## src/cdp_pkg.sv

```systemverilog
// ----------------------------------------------------------------------------
// Cookie date parser package
// Shared types and constants for the tokenizer and the epoch pipeline.
// ----------------------------------------------------------------------------
`default_nettype none

package cdp_pkg;

  // Bit positions in the found mask, one per kind of token.
  localparam int unsigned FLAG_TIME  = 0;
  localparam int unsigned FLAG_DAY   = 1;
  localparam int unsigned FLAG_MONTH = 2;
  localparam int unsigned FLAG_YEAR  = 3;

  localparam logic [3:0] FLAG_ALL = 4'hF;

  // Fields collected from one date string.
  typedef struct packed {
    logic [3:0]  found;
    logic [20:0] hms;    // hour [6:0], minute [13:7], second [20:14]
    logic [6:0]  day;
    logic [3:0]  month;
    logic [13:0] year;
  } cdp_fields_t;

endpackage

`default_nettype wire

```

## src/cookie_date_parser.sv

```systemverilog
// ----------------------------------------------------------------------------
// Cookie date parser
// Parses a cookie date string, one byte per transaction, and returns the
// date as signed seconds since 1970-01-01 UTC, or 0 when it cannot be parsed.
// ----------------------------------------------------------------------------
// Throughput: one byte per clock cycle while in_stall is low; strings may follow back to back.
// The result of a string is computed by a six-stage epoch pipeline, which takes
// the collected fields from the transaction that carries the last byte.
// Input stalls only when all six pipeline stages hold results and out_stall is high.
// Reset (synchronous, active low) clears the tokenizer, the collected fields
// and the pipeline valid bits.
`default_nettype none

module cookie_date_parser (
  input  wire logic               clk,
  input  wire logic               rst_n,
  input  wire logic               in_valid,
  output logic                    in_stall,
  input  wire logic [7:0]         in_byte_value,
  input  wire logic               in_last,
  output logic                    out_valid,
  input  wire logic               out_stall,
  output logic signed [38:0]      out_epoch_seconds
);
  import cdp_pkg::*;

  localparam logic [13:0] PIVOT_LOW_MAX  = 14'd69;
  localparam logic [13:0] PIVOT_HIGH_MAX = 14'd99;
  localparam logic [13:0] CENTURY_2000   = 14'd2000;
  localparam logic [13:0] CENTURY_1900   = 14'd1900;
  localparam logic [13:0] YEAR_MIN       = 14'd1601;
  // Reciprocal of 100 scaled by 2^20; exact for every 14-bit dividend.
  localparam logic [13:0] RECIP_100      = 14'd10486;
  localparam logic [23:0] DAYS_TO_EPOCH  = 24'd719468;
  localparam logic signed [41:0] SECS_PER_DAY = 42'sd86400;

  // Days before the first of each month in a year that starts in March.
  function automatic logic [8:0] month_offset(input logic [3:0] mo);
    case (mo)
      4'd1:    month_offset = 9'd306;
      4'd2:    month_offset = 9'd337;
      4'd3:    month_offset = 9'd0;
      4'd4:    month_offset = 9'd31;
      4'd5:    month_offset = 9'd61;
      4'd6:    month_offset = 9'd92;
      4'd7:    month_offset = 9'd122;
      4'd8:    month_offset = 9'd153;
      4'd9:    month_offset = 9'd184;
      4'd10:   month_offset = 9'd214;
      4'd11:   month_offset = 9'd245;
      4'd12:   month_offset = 9'd275;
      default: month_offset = 9'd0;
    endcase
  endfunction

  logic        accept;
  logic        push;
  cdp_fields_t rec;

  logic [5:0]  st_valid_r;
  logic [5:0]  st_ready;

  assign accept   = in_valid & st_ready[0];
  assign in_stall = ~st_ready[0];

  cdp_tokenizer u_tokenizer (
    .clk        (clk),
    .rst_n      (rst_n),
    .accept     (accept),
    .byte_value (in_byte_value),
    .last       (in_last),
    .push       (push),
    .rec        (rec)
  );

  // A stage takes new data when it is empty or its contents move on.
  always_comb begin
    st_ready[5] = ~st_valid_r[5] | ~out_stall;
    st_ready[4] = ~st_valid_r[4] | st_ready[5];
    st_ready[3] = ~st_valid_r[3] | st_ready[4];
    st_ready[2] = ~st_valid_r[2] | st_ready[3];
    st_ready[1] = ~st_valid_r[1] | st_ready[2];
    st_ready[0] = ~st_valid_r[0] | st_ready[1];
  end

  always_ff @(posedge clk) begin
    if (!rst_n) begin
      st_valid_r <= 6'd0;
    end else begin
      if (st_ready[0]) st_valid_r[0] <= push;
      if (st_ready[1]) st_valid_r[1] <= st_valid_r[0];
      if (st_ready[2]) st_valid_r[2] <= st_valid_r[1];
      if (st_ready[3]) st_valid_r[3] <= st_valid_r[2];
      if (st_ready[4]) st_valid_r[4] <= st_valid_r[3];
      if (st_ready[5]) st_valid_r[5] <= st_valid_r[4];
    end
  end

  // Stage 0: collected fields of a finished string.
  cdp_fields_t rec_r;

  always_ff @(posedge clk) begin
    if (st_ready[0] && push) begin
      rec_r <= rec;
    end
  end

  // Stage 1: year pivot, range checks, day of year and seconds of day.
  logic [6:0]  hh, mm, ss;
  logic [13:0] y_piv, y_adj;
  logic        ok_c;
  logic [8:0]  doy_c;
  logic [16:0] sod_c;
  logic        ok1_r;
  logic [13:0] y1_r;
  logic [8:0]  doy1_r;
  logic [16:0] sod1_r;

  always_comb begin
    hh = rec_r.hms[6:0];
    mm = rec_r.hms[13:7];
    ss = rec_r.hms[20:14];
    if (rec_r.year <= PIVOT_LOW_MAX) begin
      y_piv = rec_r.year + CENTURY_2000;
    end else if (rec_r.year <= PIVOT_HIGH_MAX) begin
      y_piv = rec_r.year + CENTURY_1900;
    end else begin
      y_piv = rec_r.year;
    end
    ok_c = (rec_r.found == FLAG_ALL) && (rec_r.day >= 7'd1) && (rec_r.day <= 7'd31) &&
           (y_piv >= YEAR_MIN) && (hh <= 7'd23) && (mm <= 7'd59) && (ss <= 7'd59) &&
           (rec_r.month >= 4'd1) && (rec_r.month <= 4'd12);
    // January and February count as the end of the previous year.
    y_adj = (rec_r.month <= 4'd2) ? y_piv - 14'd1 : y_piv;
    doy_c = month_offset(rec_r.month) + {2'd0, rec_r.day} - 9'd1;
    sod_c = 17'({10'd0, hh} * 17'd3600) + 17'({10'd0, mm} * 17'd60) + {10'd0, ss};
  end

  always_ff @(posedge clk) begin
    if (st_ready[1] && st_valid_r[0]) begin
      ok1_r  <= ok_c;
      y1_r   <= y_adj;
      doy1_r <= doy_c;
      sod1_r <= sod_c;
    end
  end

  // Stage 2: leap-year quotients and the days of whole years.
  logic [27:0] q100_prod;
  logic [25:0] q400_prod;
  logic [22:0] y365_c;
  logic        ok2_r;
  logic [22:0] y365_2_r;
  logic [11:0] q4_2_r;
  logic [7:0]  q100_2_r;
  logic [5:0]  q400_2_r;
  logic [8:0]  doy2_r;
  logic [16:0] sod2_r;

  always_comb begin
    q100_prod = {14'd0, y1_r} * {14'd0, RECIP_100};
    q400_prod = {14'd0, y1_r[13:2]} * {12'd0, RECIP_100};
    y365_c    = {9'd0, y1_r} * 23'd365;
  end

  always_ff @(posedge clk) begin
    if (st_ready[2] && st_valid_r[1]) begin
      ok2_r    <= ok1_r;
      y365_2_r <= y365_c;
      q4_2_r   <= y1_r[13:2];
      q100_2_r <= q100_prod[27:20];
      q400_2_r <= q400_prod[25:20];
      doy2_r   <= doy1_r;
      sod2_r   <= sod1_r;
    end
  end

  // Stage 3: days since the epoch.
  logic [23:0]        day_sum;
  logic signed [23:0] days_c;
  logic               ok3_r;
  logic signed [23:0] days3_r;
  logic [16:0]        sod3_r;

  always_comb begin
    day_sum = {1'b0, y365_2_r} + {12'd0, q4_2_r} + {18'd0, q400_2_r} + {15'd0, doy2_r} -
              {16'd0, q100_2_r};
    days_c  = $signed(day_sum - DAYS_TO_EPOCH);
  end

  always_ff @(posedge clk) begin
    if (st_ready[3] && st_valid_r[2]) begin
      ok3_r   <= ok2_r;
      days3_r <= days_c;
      sod3_r  <= sod2_r;
    end
  end

  // Stage 4: whole days in seconds.
  logic signed [41:0] day_secs;
  logic               ok4_r;
  logic signed [38:0] prod4_r;
  logic [16:0]        sod4_r;

  always_comb begin
    day_secs = $signed({{18{days3_r[23]}}, days3_r}) * SECS_PER_DAY;
  end

  always_ff @(posedge clk) begin
    if (st_ready[4] && st_valid_r[3]) begin
      ok4_r   <= ok3_r;
      prod4_r <= day_secs[38:0];
      sod4_r  <= sod3_r;
    end
  end

  // Stage 5: add the time of day; a true zero is reported as one.
  logic signed [38:0] secs_c;
  logic signed [38:0] epoch_c;
  logic signed [38:0] out_epoch_r;
  logic               out_ok_r;

  always_comb begin
    secs_c = prod4_r + $signed({22'd0, sod4_r});
    if (!ok4_r) begin
      epoch_c = 39'sd0;
    end else if (secs_c == 39'sd0) begin
      epoch_c = 39'sd1;
    end else begin
      epoch_c = secs_c;
    end
  end

  always_ff @(posedge clk) begin
    if (st_ready[5] && st_valid_r[4]) begin
      out_epoch_r <= epoch_c;
      out_ok_r    <= ok4_r;
    end
  end

  assign out_valid         = st_valid_r[5];
  assign out_epoch_seconds = out_epoch_r;

  a_stall_only_full: assert property (@(posedge clk) disable iff (!rst_n)
    in_stall |-> (st_valid_r == 6'h3F))
    else $error("input stalled while the pipeline has room");

  a_last_enters_pipe: assert property (@(posedge clk) disable iff (!rst_n)
    (accept && in_last) |=> st_valid_r[0])
    else $error("last byte did not start a pipeline transaction");

  a_zero_means_invalid: assert property (@(posedge clk) disable iff (!rst_n)
    out_valid |-> ((out_epoch_seconds != 39'sd0) == out_ok_r))
    else $error("result zero does not match the validity check");

endmodule

`default_nettype wire

```

## src/cdp_tokenizer.sv

```systemverilog
// ----------------------------------------------------------------------------
// Cookie date tokenizer
// Splits the byte stream into tokens, runs the time, day, month and year
// recognizers on every byte of a token and takes each kind of field once.
// ----------------------------------------------------------------------------
`default_nettype none

module cdp_tokenizer (
  input  wire logic               clk,
  input  wire logic               rst_n,
  input  wire logic               accept,
  input  wire logic [7:0]         byte_value,
  input  wire logic               last,
  output logic                    push,
  output cdp_pkg::cdp_fields_t    rec
);
  import cdp_pkg::*;

  localparam logic [2:0] TP_HOUR  = 3'd0;
  localparam logic [2:0] TP_MIN   = 3'd1;
  localparam logic [2:0] TP_SEC   = 3'd2;
  localparam logic [2:0] TP_MATCH = 3'd3;
  localparam logic [2:0] TP_FAIL  = 3'd4;

  localparam logic [2:0] DR_INVALID  = 3'd0;
  localparam logic [2:0] DR_OPEN1    = 3'd1;
  localparam logic [2:0] DR_OPEN2    = 3'd2;
  localparam logic [2:0] DR_OPEN3    = 3'd3;
  localparam logic [2:0] DR_OPEN4    = 3'd4;
  localparam logic [2:0] DR_CLOSED1  = 3'd5;
  localparam logic [2:0] DR_CLOSED2  = 3'd6;
  localparam logic [2:0] DR_CLOSED34 = 3'd7;

  localparam logic [7:0] CHAR_COLON = 8'h3A;

  // First three letters of each month name as {third, second, first} codes.
  localparam logic [11:0][14:0] MONTH_CODES = {
    {5'd3,  5'd5,  5'd4},   // dec
    {5'd22, 5'd15, 5'd14},  // nov
    {5'd20, 5'd3,  5'd15},  // oct
    {5'd16, 5'd5,  5'd19},  // sep
    {5'd7,  5'd21, 5'd1},   // aug
    {5'd12, 5'd21, 5'd10},  // jul
    {5'd14, 5'd21, 5'd10},  // jun
    {5'd25, 5'd1,  5'd13},  // may
    {5'd18, 5'd16, 5'd1},   // apr
    {5'd18, 5'd1,  5'd13},  // mar
    {5'd2,  5'd5,  5'd6},   // feb
    {5'd14, 5'd1,  5'd10}   // jan
  };

  function automatic logic delim_char(input logic [7:0] c);
    delim_char = (c == 8'h00) || (c == 8'h09) ||
                 (c >= 8'h20 && c <= 8'h2F) || (c >= 8'h3B && c <= 8'h40) ||
                 (c >= 8'h5B && c <= 8'h60) || (c >= 8'h7B && c <= 8'h7E);
  endfunction

  function automatic logic [4:0] letter_code(input logic [7:0] c);
    logic [7:0] diff;
    diff = 8'h00;
    if (c >= 8'h61 && c <= 8'h7A) begin
      diff = c - 8'h60;
    end else if (c >= 8'h41 && c <= 8'h5A) begin
      diff = c - 8'h40;
    end
    letter_code = diff[4:0];
  endfunction

  // Token state
  logic        in_token_r, in_token_nxt;
  logic [1:0]  tcs_r, tcs_nxt;
  logic [15:0] fl_r, fl_nxt;
  logic [2:0]  drl_r, drl_nxt;
  logic [13:0] drv_r, drv_nxt;
  logic [2:0]  tp_r, tp_nxt;
  logic [1:0]  tdc_r, tdc_nxt;
  logic [20:0] tc_r, tc_nxt;
  cdp_fields_t fields_r, fields_nxt;

  // Token state after this byte has been fed
  logic        in_tok_f;
  logic [1:0]  tcs_f;
  logic [15:0] fl_f;
  logic [2:0]  drl_f;
  logic [13:0] drv_f;
  logic [2:0]  tp_f;
  logic [1:0]  tdc_f;
  logic [20:0] tc_f;

  logic        delim;
  logic        digit_hit;
  logic [3:0]  digit;
  logic [4:0]  code;
  logic        finish;
  logic        month_hit;
  logic [3:0]  month_idx;
  logic        time_ok, day_ok, year_ok;
  cdp_fields_t fields_f;

  always_comb begin
    delim     = delim_char(byte_value);
    digit_hit = (byte_value >= 8'h30) && (byte_value <= 8'h39);
    digit     = digit_hit ? 4'(byte_value - 8'h30) : 4'd0;
    code      = letter_code(byte_value);

    tcs_f = tcs_r;
    fl_f  = fl_r;
    drl_f = drl_r;
    drv_f = drv_r;
    tp_f  = tp_r;
    tdc_f = tdc_r;
    tc_f  = tc_r;

    if (!delim) begin
      case (tcs_r)
        2'd0: fl_f[4:0]   = fl_r[4:0] | code;
        2'd1: fl_f[9:5]   = fl_r[9:5] | code;
        2'd2: fl_f[14:10] = fl_r[14:10] | code;
        default: ;
      endcase
      if (tcs_r != 2'd3) begin
        tcs_f = tcs_r + 2'd1;
      end

      // Leading digit run of the token.
      if (tcs_r == 2'd0) begin
        drl_f = digit_hit ? DR_OPEN1 : DR_INVALID;
        drv_f = {10'd0, digit};
      end else if (drl_r >= DR_OPEN1 && drl_r <= DR_OPEN4) begin
        if (digit_hit) begin
          if (drl_r == DR_OPEN4) begin
            drl_f = DR_INVALID;
          end else begin
            drv_f = 14'(drv_r * 14'd10 + {10'd0, digit});
            drl_f = drl_r + 3'd1;
          end
        end else begin
          case (drl_r)
            DR_OPEN1: drl_f = DR_CLOSED1;
            DR_OPEN2: drl_f = DR_CLOSED2;
            default:  drl_f = DR_CLOSED34;
          endcase
        end
      end

      // Time recognizer: h:m:s with one or two digits per field.
      if (tp_r <= TP_SEC) begin
        if (digit_hit) begin
          if (tdc_r < 2'd2) begin
            case (tp_r)
              TP_HOUR: tc_f[6:0]   = 7'(tc_r[6:0] * 7'd10 + {3'd0, digit});
              TP_MIN:  tc_f[13:7]  = 7'(tc_r[13:7] * 7'd10 + {3'd0, digit});
              default: tc_f[20:14] = 7'(tc_r[20:14] * 7'd10 + {3'd0, digit});
            endcase
            tdc_f = tdc_r + 2'd1;
          end else begin
            tp_f = TP_FAIL;
          end
        end else if (tdc_r == 2'd0) begin
          tp_f = TP_FAIL;
        end else if (tp_r < TP_SEC) begin
          if (byte_value == CHAR_COLON) begin
            tp_f  = tp_r + 3'd1;
            tdc_f = 2'd0;
          end else begin
            tp_f = TP_FAIL;
          end
        end else begin
          tp_f = TP_MATCH;
        end
      end
    end

    in_tok_f = in_token_r | !delim;
    finish   = in_tok_f & (delim | last);

    month_hit = 1'b0;
    month_idx = 4'd0;
    for (int k = 0; k < 12; k++) begin
      if (fl_f[14:0] == MONTH_CODES[k]) begin
        month_hit = 1'b1;
        month_idx = 4'(k + 1);
      end
    end

    time_ok = (tp_f == TP_MATCH) || ((tp_f == TP_SEC) && (tdc_f != 2'd0));
    day_ok  = (drl_f == DR_OPEN1) || (drl_f == DR_OPEN2) ||
              (drl_f == DR_CLOSED1) || (drl_f == DR_CLOSED2);
    year_ok = (drl_f == DR_OPEN2) || (drl_f == DR_OPEN3) || (drl_f == DR_OPEN4) ||
              (drl_f == DR_CLOSED2) || (drl_f == DR_CLOSED34);

    // A finished token fills the first kind that it matches and is still free.
    fields_f = fields_r;
    if (finish) begin
      if (!fields_r.found[FLAG_TIME] && time_ok) begin
        fields_f.found[FLAG_TIME] = 1'b1;
        fields_f.hms = tc_f;
      end else if (!fields_r.found[FLAG_DAY] && day_ok) begin
        fields_f.found[FLAG_DAY] = 1'b1;
        fields_f.day = drv_f[6:0];
      end else if (!fields_r.found[FLAG_MONTH] && (tcs_f == 2'd3) && month_hit) begin
        fields_f.found[FLAG_MONTH] = 1'b1;
        fields_f.month = month_idx;
      end else if (!fields_r.found[FLAG_YEAR] && year_ok) begin
        fields_f.found[FLAG_YEAR] = 1'b1;
        fields_f.year = drv_f;
      end
    end

    in_token_nxt = in_token_r;
    tcs_nxt      = tcs_r;
    fl_nxt       = fl_r;
    drl_nxt      = drl_r;
    drv_nxt      = drv_r;
    tp_nxt       = tp_r;
    tdc_nxt      = tdc_r;
    tc_nxt       = tc_r;
    fields_nxt   = fields_r;

    if (accept) begin
      if (finish || last) begin
        in_token_nxt = 1'b0;
        tcs_nxt      = 2'd0;
        fl_nxt       = 16'd0;
        drl_nxt      = DR_INVALID;
        drv_nxt      = 14'd0;
        tp_nxt       = TP_HOUR;
        tdc_nxt      = 2'd0;
        tc_nxt       = 21'd0;
      end else begin
        in_token_nxt = in_tok_f;
        tcs_nxt      = tcs_f;
        fl_nxt       = fl_f;
        drl_nxt      = drl_f;
        drv_nxt      = drv_f;
        tp_nxt       = tp_f;
        tdc_nxt      = tdc_f;
        tc_nxt       = tc_f;
      end
      fields_nxt = last ? '0 : fields_f;
    end
  end

  assign push = accept & last;
  assign rec  = fields_f;

  always_ff @(posedge clk) begin
    if (!rst_n) begin
      in_token_r <= 1'b0;
      tcs_r      <= 2'd0;
      fl_r       <= 16'd0;
      drl_r      <= DR_INVALID;
      drv_r      <= 14'd0;
      tp_r       <= TP_HOUR;
      tdc_r      <= 2'd0;
      tc_r       <= 21'd0;
      fields_r   <= '0;
    end else begin
      in_token_r <= in_token_nxt;
      tcs_r      <= tcs_nxt;
      fl_r       <= fl_nxt;
      drl_r      <= drl_nxt;
      drv_r      <= drv_nxt;
      tp_r       <= tp_nxt;
      tdc_r      <= tdc_nxt;
      tc_r       <= tc_nxt;
      fields_r   <= fields_nxt;
    end
  end

  // Outside a token the recognizers sit at their cleared values.
  a_idle_token_clear: assert property (@(posedge clk) disable iff (!rst_n)
    !in_token_r |-> (tcs_r == 2'd0 && drl_r == DR_INVALID && tp_r == TP_HOUR &&
                     tdc_r == 2'd0 && tc_r == 21'd0 && fl_r == 16'd0))
    else $error("token state not clear outside a token");

  a_time_phase_range: assert property (@(posedge clk) disable iff (!rst_n)
    tp_r <= TP_FAIL)
    else $error("time phase out of range");

  a_last_clears: assert property (@(posedge clk) disable iff (!rst_n)
    push |=> (fields_r.found == 4'd0 && !in_token_r))
    else $error("fields not cleared after the last byte");

endmodule

`default_nettype wire
```

## config.mk

```make
export PLATFORM = sky130hd
export DESIGN_NAME = cookie_date_parser
export DESIGN_NICKNAME = d
export VERILOG_FILES = /design/src/cdp_pkg.sv /design/src/cookie_date_parser.sv /design/src/cdp_tokenizer.sv
export SDC_FILE = /design/constraint.sdc
export NUM_CORES = 2
export LEC_CHECK = 0
export ABC_AREA = 1
export BUFFER_PORTS_ARGS = -buffer_cell sky130_fd_sc_hd__buf_2
export CAP_MARGIN = 20
export CORE_ASPECT_RATIO = 0.8
export CORE_MARGIN = 2
export CORE_UTILIZATION = 35
export CTS_CLUSTER_DIAMETER = 150
export DETAILED_ROUTE_END_ITERATION = 8
export GPL_ROUTABILITY_DRIVEN = 0
export GPL_TIMING_DRIVEN = 0
export MAX_ROUTING_LAYER = met4
export SLEW_MARGIN = 20
export SYNTH_ARGS = -nofsm -noshare
export SYNTH_HDL_FRONTEND = slang
export SYNTH_HIERARCHICAL = 1
export SYNTH_SLANG_ARGS = --single-unit
```

## constraint.sdc

```tcl
create_clock -name clk -period 10.62 [get_ports clk]
set_input_delay 0.531 -clock clk [delete_from_list [all_inputs] [get_ports clk]]
set_output_delay 0.531 -clock clk [all_outputs]
set_load 0.02 [all_outputs]
```

==> results.json <==
{
  "crit_arrival_ns": 5.82,
  "ys_ff_latch": 424,
  "start_kind": "flop",
  "grt_util_met1_pct": 22.6,
  "yosys_most_used_dff": "edfxtp_1",
  "globalRouteOverflowTotal": 0,
  "postCtsSetupBuffers": 0,
  "required_ns": 10.95,
  "hp-class": "input pin to flop",
  "hpwl_um": 69200,
  "r2r-start": "y1_r[8]",
  "drtPass1Iterations": 6,
  "grt.total_usage_pct": 15.7,
  "fmax_mhz": 182,
  "grt-busiest-layer": "met2",
  "coreArea_um2": 108000,
  "die_h_um": 299,
  "worstPathMaxFanout": 9,
  "syn_area_um2": 38000,
  "synth-edff-count": 298,
  "post_cts_resized": 0,
  "clockRootBuffer": "clkbuf_16",
  "use_met3_pct": 1.83,
  "async_flop_share_pct": 0,
  "row_count": 108,
  "synth_top_area_share_pct": 23.5,
  "synth_area_leaders": "edfxtp_1, ha_1, fa_1",
  "vias": 27700,
  "worstMarginPinSlew_ns": 0.836,
  "cp-endpoint": "q100_2_r[1]",
  "r2r-end": "q100_2_r[1]",
  "drtIter0Drc": 1621,
  "clk_pin_slew_worst_paths_ns": 0.06,
  "synthToLayoutAreaGrowth_pct": 10.2,
  "path_class": "flop to flop",
  "dieArea_um2": 111000,
  "grt_max_degree": 33,
  "antenna_found_initial": 1,
  "hold_viol": 0,
  "period_share_pct": 51.7,
  "cts_tree": "built",
  "dp_cells": 5836,
  "slew_headroom_pct": 44.3,
  "cap_violations": 0,
  "antenna_left": 0,
  "wire_per_inst_um": 14.2,
  "synth-seq-area-share_pct": 30.2,
  "syn_area_per_cell_um2": 8.75,
  "critical_path.startpoint": "y1_r[8]",
  "ios": 54,
  "ys_types": 67,
  "worstPathCellList": "ha_1 > inv_1 > fa_1 > inv_1 > fa_1 > inv_1 > fa_1 > fa_1 > inv_1 > ha_1 > a21oi_1 > inv_1 > or2_2 > a211oi_1 > xnor2_1",
  "cts_sinks": 424,
  "cpMostUsedCell": "inv_1",
  "initial_core_util_pct": 35.2,
  "holdPathStages": 3,
  "cts_buffers": 43,
  "routed_wl_um": 83800,
  "r2r_cells": 15,
  "status": "finished clean",
  "drc_errors": 0,
  "clk_path_buf_depth": 3,
  "ir_worst_vdd_v": 0.000129,
  "fp.dieW_um": 372,
  "synth_most_common_cell": "inv_1",
  "grtUsageMet2_pct": 24.1,
  "cp-end-kind": "flop",
  "grt_pass1_wl_um": 139000,
  "synth_area_leader_cell": "edfxtp_1",
  "reg2reg_slack_ns": 5.13,
  "crit_path_max_incr_delay_ns": 0.71,
  "worstSkewPairLatency_ns": 0.60,
  "min_period_ns": 5.49,
  "fin_nets": 5240,
  "timing.final.max_slew_violations": 0,
  "htreeDepth": 2,
  "final_cells": 5917,
  "tns_ns": 0,
  "skew_ns": 0.0215,
  "hold_buffers": 0,
  "synthTopCellsByCount": "inv_1, nand2_1, ha_1",
  "slowest_stage": "ha_1",
  "grt_pass1_vias": 27000,
  "drive_above_1_share_pct": 6.53,
  "synth_warnings": 6,
  "synth_nets": 5134,
  "io_buffers": 53,
  "synth_cells": 4345,
  "viasPerCell": 4.69,
  "p_leak_nw": 19.6,
  "setup_violations": 0,
  "rsz0062_at_grt": "no",
  "power.density_nw_per_um2": 137
}
## sequential cells by signal, indices dropped and copies added, names as in the netlist, 21 cells and up, named ones only
signal,count
u_tokenizer/tc_r,21
y365_2_r,23
days3_r,24
prod4_r,32
rec_r,36
u_tokenizer/fields_r,50
out_epoch_seconds,39
## stage by stage
stage	instance area (µm²)	util (%)	setup slack (ns)	power [mW]	hold WS [ns]
global route	41900	38.7	4.97	6.17	0.324
CTS	41900	38.7	5.13	5.78	0.295
detailed placement	40300	37.3	5.14	4.06	0.405
global placement	40100	37.1	3.75	4.03	0.401
floorplan	38000	-	5.65	3.57	0.400
finish	41900	38.7	5.13	5.72	0.327
## logic make-up after synthesis
logic type	share of synthesized area [%]
buffers and inverters	10.2
AND/OR/NAND/NOR	17.1
AO/OA/AOI/OAI	7.95
flip-flops	30.2
XOR/XNOR	3.94
adder cells (fa/ha/maj)	30.7
## worst min-delay path by stage
stage | from | endpoint | slack [ns]
after floorplan | doy1_r[0] | doy2_r[0] | 0.40
after global placement | sod1_r[6] | sod2_r[6] | 0.40
after detailed placement | doy1_r[0] | doy2_r[0] | 0.40
after CTS | out_stall | st_valid_r[5] | 0.30
after global routing | out_stall | st_valid_r[5] | 0.32
final | out_stall | st_valid_r[5] | 0.33
## final cells by class
cell class	count	area, µm²
well taps	1430	1790
plain buffers	51	258
clock buffers	57	1240
inverters	959	3600
fillers	10800	66200
diodes	1	2.50
clock inverters	23	325
flip-flops and latches	424	11500
repair buffers	61	470
multi-input cells	2911	22700
## routing by layer
layer,up-vias,share of wire (%)
met2,524,44
li1,14100,-
met3,67,4.3
met4,0,1.0
met5,-,0
met1,13000,51
## critical path: cells and delay by family, from the launching register on
family,cells,cell delay [ns]
flops,1,0.65
buf+inv,5,0.47
fa+ha+maj,6,3.11
xor+xnor,1,0.16
compound gates,2,0.55
simple gates,1,0.29
## power breakdown
group / switching, mW / internal [mW] / leakage (nW)
clock: 0.685 / 1.00 / 0.766
combinational: 1.30 / 0.801 / 15.1
sequential: 0.0313 / 1.89 / 3.77
total: 2.02 / 3.70 / 19.6
## cell usage in the layout (no fill, tap or decap), types with 13 or more instances in the layout
cell	count
nand4_1	59
o21ai_0	114
nor2_1	268
nand2_1	789
nand3b_1	14
nand2_2	14
nor2_2	15
dfxtp_1	126
nand3_1	143
buf_2	63
nand2_4	16
xor2_1	116
o21a_1	13
clkbuf_1	36
xnor2_1	52
clkbuf_16	47
ha_1	514
nor3_1	48
o21ai_1	18
a21oi_1	262
and2_1	19
nand3_2	15
edfxtp_1	298
inv_1	933
inv_2	24
fa_1	262
(Power assumes the default switching activity.)
